**src/rtl/bfdh_mod.sv**
```systemverilog
// ----------------------------------------------------------------------------
// bfdh_mod
// 64-bit value modulo a run-time size, restoring, two quotient bits per cycle
// ----------------------------------------------------------------------------
module bfdh_mod #(
	parameter int unsigned SIZE_W = 17
) (
	input  logic              clk,
	input  logic              arst_n,
	input  logic              start,
	input  logic [63:0]       dividend,
	input  logic [SIZE_W-1:0] divisor,
	output logic              done,
	output logic [SIZE_W-1:0] rem
);

	logic [63:0]       dvd_q;
	logic [SIZE_W-1:0] div_q;
	logic [SIZE_W-1:0] rem_q;
	logic [4:0]        cnt_q;
	logic              busy_q;
	logic              done_q;
	logic [SIZE_W:0]   r_a;
	logic [SIZE_W:0]   r_b;
	logic [SIZE_W-1:0] r_a_n;
	logic [SIZE_W-1:0] r_b_n;

	always_comb begin
		r_a = {rem_q, dvd_q[63]};
		if (r_a >= {1'b0, div_q}) begin
			r_a = r_a - {1'b0, div_q};
		end
		r_a_n = r_a[SIZE_W-1:0];
		r_b = {r_a_n, dvd_q[62]};
		if (r_b >= {1'b0, div_q}) begin
			r_b = r_b - {1'b0, div_q};
		end
		r_b_n = r_b[SIZE_W-1:0];
	end

	always_ff @(posedge clk or negedge arst_n) begin
		if (!arst_n) begin
			busy_q <= 1'b0;
			done_q <= 1'b0;
			cnt_q  <= '0;
		end else begin
			done_q <= 1'b0;
			if (start) begin
				busy_q <= 1'b1;
				cnt_q  <= '0;
			end else if (busy_q) begin
				cnt_q <= cnt_q + 5'd1;
				if (cnt_q == 5'd31) begin
					busy_q <= 1'b0;
					done_q <= 1'b1;
				end
			end
		end
	end

	always_ff @(posedge clk) begin
		if (start) begin
			dvd_q <= dividend;
			div_q <= divisor;
			rem_q <= '0;
		end else if (busy_q) begin
			dvd_q <= {dvd_q[61:0], 2'b00};
			rem_q <= r_b_n;
		end
	end

	assign done = done_q;
	assign rem  = rem_q;

endmodule

```
**config.mk**
```make
export PLATFORM = sky130hd
export DESIGN_NAME = bfdh_mod
export DESIGN_NICKNAME = d
export VERILOG_FILES = /design/src/rtl/bfdh_mod.sv
export SDC_FILE = /design/constraint.sdc
export NUM_CORES = 1
export LEC_CHECK = 0
export ABC_AREA = 0
export BUFFER_PORTS_ARGS = -buffer_cell sky130_fd_sc_hd__buf_2
export CAP_MARGIN = 20
export CORE_UTILIZATION = 32
export CTS_BUF_LIST = sky130_fd_sc_hd__clkbuf_16
export CTS_CLUSTER_DIAMETER = 50
export DETAILED_ROUTE_END_ITERATION = 10
export SKIP_LAST_GASP = 1
export SYNTH_ARGS = -nofsm -noshare
export SYNTH_HDL_FRONTEND = slang
export SYNTH_SLANG_ARGS = --single-unit
```
**constraint.sdc**
```tcl
create_clock -name clk -period 4.95 [get_ports clk]
set_input_delay 1.2375 -clock clk [delete_from_list [all_inputs] [get_ports clk]]
set_output_delay 1.2375 -clock clk [all_outputs]
set_load 0.05 [all_outputs]
```
; Yosys cells after proc, flatten, opt, wreduce, memory -nomap -nowiden
; Index checks and enable logic that the tools add are counted.
[word_totals]
memories = 0
ramBits = 0
output_inout_bits = 18
latch_bits = 0
reg_bits = 105
elab_cells = 25
rom_bits = 0
inputBits = 84
[classes]
add_sub_neg = 3
bitwise = 0
n_eq_ne = 1
n_lt_le_gt_ge = 2
mux = 12
shifts = 0
n_reduce_logical = 1
mul = 0
div = 0
[op_table]
columns = op, n
row1 = $mux 64, 2
row2 = $ge 18x17->1, 2
row3 = $mux 17, 2
row4 = $sub 17x17->17, 2
row5 = $mux 5, 2
row6 = $mux 1, 6
row7 = $add 5x1->5 const B, 1
row8 = $eq 5x5->1 const B, 1
row9 = $reduce_bool 2->1, 1

; Longest topological paths before layout
[depth]
depth_word = 4
ltp_mapped = 21
depth_no_buf = 19

; Worst setup path after synthesis
; Ideal clock, no wire load.
[synth_path]
kind = register to register
start = reg rem_q[10], in the netlist rem[10]
end = reg rem_q[11], in the netlist rem[11]
period_less_slack_ns = 4.526
t_arrival_ns = 4.438
setup_ns = 0.088
setup_slack_ns = 0.424
stages_incl_launch_ff = 19
required_time_ns = 4.862
path_buffers = 3
cell_sequence = dfxtp_1 ha_1 buf_2 a211oi_2 o21ai_1 a31oi_1 a31oi_1 buf_2 mux2_2 ha_1 and4_1 nor2b_1 a211oi_4 nor3_1 a2111oi_4 nand2_2 buf_6 and3_1 nor4_2
[synth_between]
elab_chain_len = 4
elab_cells_between_ends = 6
classes_between = add/sub (2) / order compare (2) / mux (2)
[synth_rtl]
columns = item, line_no
row1 = from (decl), 19  ; logic [SIZE_W-1:0] rem_q;
row2 = from (signal assigned), 68  ; rem_q <= r_b_n;
row3 = $ge 18x17->1 or $sub 17x17->17 (tied branches), "30, 31"
row4 = $mux 17 (*), 30  ; if (r_a >= {1'b0, div_q}) begin
row5 = $sub 17x17->17 or $ge 18x17->1 (tied branches), "36, 35"
row6 = $mux 17 (*), 35  ; if (r_b >= {1'b0, div_q}) begin
; Every way passes the cells marked *; elsewhere a longest branch is shown, timed or not.
; A chain may end at the register's enable or synchronous reset.

; Worst setup path after layout
[layout_path]
start = reg dvd_q[63]
end = reg rem_q[13], in the netlist rem[13]
[layout_between]
elab_chain_len = 4
elab_cells_between_ends = 6
classes_between = add/sub (2) / order compare (2) / mux (2)
[layout_rtl]
columns = item, line_no
row1 = from (decl), 17  ; logic [63:0] dvd_q;
row2 = from (signal assigned), 63  ; dvd_q <= dividend;
row3 = from (signal assigned), 67  ; dvd_q <= {dvd_q[61:0], 2'b00};
row4 = $sub 17x17->17 or $ge 18x17->1 (tied branches), "31, 30"
row5 = $mux 17 (*), 30
row6 = $sub 17x17->17 or $ge 18x17->1 (tied branches), "36, 35"
row7 = $mux 17 (*), 35
; Marked as above.

==> results.tsv <==
metric	value	unit
layout cells sized above 1	34.1	%
Synth area leaders	edfxtp_1 39%, mux2_2 13%, ha_1 7.2%	
# port buffers	101	
switching share of power	41.4	%
post-synth net total	666	
Clk Tree Root Cell	clkbuf_16	
post-synthesis adder-cell area fraction	7.89	%
Synth Cell Area	0.00622	mm^2
Setup violations, final	0	
Core Area	0.0189	mm^2
post-route minimum period	4.69	ns
Crit. Startpoint	dvd_q[63]	
placed cells	907	
Max Clock Freq	0.213	GHz
register area	0.00295	mm^2
Die H	141	um
drt total wl	14900	um
CTS max path bufs	2	
number of global-route vias before repair	4683	
Pins Over Slew Limit	0	
post-synthesis mux area share	15.2	%
PnR worst setup slack	0.256	ns
Pwr Density	582	mW/mm^2
post-layout util	39.6	%
first-pass GRT wire length	23800	um
worst r2r path cells	20	
Worst Setup Start Kind	flop	
die area	0.0200	mm^2
Vias/cell	5.11	
Final period util	94.8	%
Initial Util	32.9	%
Worst setup EP type	flop	
worst-margin pin slew	0.813	ns
EDFF count, synth	81	
outcome	finished, final reports clean	
Required @ worst endpoint	5.20	ns
Clock Skew	0.00714	ns
layout filler cell count	1878	
warning count from the yosys run	0	
initial antenna violation count	2	
count leader, synth	edfxtp_1	
CTS tree	yes	
total congestion overflow	0	
Skew-Pair Late Insertion Delay	0.33	ns
First DRT Iteration DRCs	209	
Nets	783	
Post-synth top cells	81 x edfxtp_1, 72 x mux2_2, 46 x nor2_1, 36 x ha_1, 29 x a21oi_1	
FP Rows	50	
XOR/XNOR share of the synthesized area	3.66	%
dpl ws	0.0256	ns
GPL Wtd Cong	0.887	
Slew HR	45.8	%
Comb power frac	57.5	%
CTS H-Tree Depth	3	
largest family of logic cells by synthesized area	multiplexers	
Synth top area share	39.1	%
Die Wd	141	um
DP Area	0.00714	mm^2
hold wc startpoint	rem[16]	
worst min path class	reg2reg	
Final Hold Viols	0	
Reg-to-Reg Start	dvd_q[63]	
P_int	2.55	mW
Synth Area in Compound Gates	12.9	%
DRT antenna net count	0	
Synth Instances	544	
clock sinks	105	
fin area	0.00748	mm^2
flop2flop setup slack	0.26	ns
largest net degree at the start of global routing	65	
top_reg_cell synth	edfxtp_1	
clock power share	16.1	%
clock-pin slew of the registers on the worst-case setup and hold paths	0.07	ns
CTS Hold Bufs	0	
CP arrival	4.95	ns
fin cells	927	
FF+latch count, synth	105	
Critical Path Sink	rem[13]	
CTS buffer count	9	
Synth Area per Inst	11.4	um^2
Reg power frac	26.4	%
peak supply drop	0.000196	V
Routed wire per std cell	16.0	um
sw power	1.80	mW
Leakage	3.15	nW
Ports	102	
async set-reset flop share out of synthesis	6.67	%
Multi-input gate area	0.00311	mm^2
drt first pass iters	5	
number of distinct library cells after synthesis	58	
HPWL after DPL	11300	um
gr usage total	15.1	%
critical path peak fanout	7	
WS Path Type	reg2reg	
leading area contributor after synthesis	edfxtp_1	
DR vias	4739	
area grow syn2layout	20.3	%
max cap viols	0	
FF-to-FF End	rem[13]	
DRC viols	0	
Seq/Total Area, Yosys	47.4	%
Synth Area in Simple Gates	10.1	%
layout by cell type, fill, tap and decap left out, types with 6 or more instances in the layout:
master,instances
buf_2,100
nand2_1,25
a21oi_1,28
inv_1,29
ha_1,36
o21ai_1,6
nor2_1,46
nor2b_1,6
mux2_2,72
mux2i_1,12
nand4_1,7
buf_4,20
nand3_1,13
xor2_1,12
a211oi_1,7
dfrtp_1,7
a311oi_1,7
clkbuf_16,9
xnor2_1,14
dfxtp_1,17
o21ai_0,18
nor3_1,11
edfxtp_1,81
o21a_1,8
cell type report:
| type | instances | share of cell area [%] |
|---|---|---|
| Timing Repair Buffer | 123 | 9.33 |
| Antenna cell | 1 | 0.0334 |
| Clock inverter | 7 | 0.869 |
| Tap cell | 260 | 4.35 |
| Sequential cell | 105 | 39.4 |
| Inverter | 28 | 1.40 |
| Clock buffer | 9 | 3.01 |
| Multi-Input combinational cell | 394 | 41.6 |
power by group through the flow:
stage / clock (mW) / sequential (mW) / combinational, mW
finish: 0.699 / 1.15 / 2.50
global route: 0.754 / 1.17 / 2.72
detailed placement: 0 / 1.17 / 2.40
floorplan: 0 / 1.32 / 1.65
CTS: 0.725 / 1.15 / 2.42
global placement: 0 / 1.17 / 2.34
stage by stage:
step	total power [mW]	TNS, ns	hold slack, ns
5_1_grt	4.64	-0.138	0.520
2_1_floorplan	2.97	0	0.493
3_3_place_gp	3.51	0	0.492
6_report	4.35	0	0.506
3_5_place_dp	3.57	0	0.498
4_1_cts	4.30	0	0.507
state kept, by name, indices dropped and copies added (netlist names):
signal and cells:
cnt_q 5, div_q 17, rem 17, busy_q 1
done 1, dvd_q 64
what timing repair did:
item,in CTS,in global routing
setup buffers,0,3
setup endpoints to repair,2,17
pin swaps,0,3
gates resized for setup,1,6
endpoints found under the hold margin,0,0
kinds of logic (layout without fill, tap and decap cells):
| family | after synthesis | count (layout) |
|---|---|---|
| compound gates | 114 | 114 |
| flops | 105 | 105 |
| mux | 85 | 85 |
| other cells | 0 | 1 |
| xor+xnor | 26 | 26 |
| simple gates | 131 | 131 |
| buf+inv | 45 | 167 |
| fa+ha+maj | 38 | 38 |
worst min path at each step:
stage,endpoint,slack (ns),depth (start not counted)
3_3_place_gp,rem[16],0.49,2
5_1_grt,rem[16],0.52,2
4_1_cts,rem[16],0.51,2
6_report,rem[16],0.51,2
3_5_place_dp,rem[16],0.50,2
2_1_floorplan,cnt_q[4],0.49,2
worst max-delay path, stage by stage, from the launching register on:
cell       delay (ns)
edfxtp_1         0.36
inv_1            0.08
ha_1             0.18
inv_1            0.06
fa_1             0.44
a211oi_2         0.30
o21ai_1          0.15
nand3_1          0.18
a31oi_4          0.13
buf_12           0.18
mux2_2           0.29
ha_1             0.37
and4_1           0.27
nor2b_1          0.18
a211oi_4         0.30
nor3_1           0.12
a2111oi_4        0.32
nand2_2          0.15
buf_4            0.20
mux2i_1          0.12
a211oi_1         0.22
routing by layer:
layer | global-route usage [%] | wire length [um] | up-vias
met4 | 6.23 | 388 | 2
met2 | 24.0 | 6660 | 189
met5 | 0 | 12 | -
met3 | 4.35 | 1150 | 29
li1 | - | - | 2283
met1 | 19.1 | 6650 | 2236
Power figures use the tool's default switching activity.
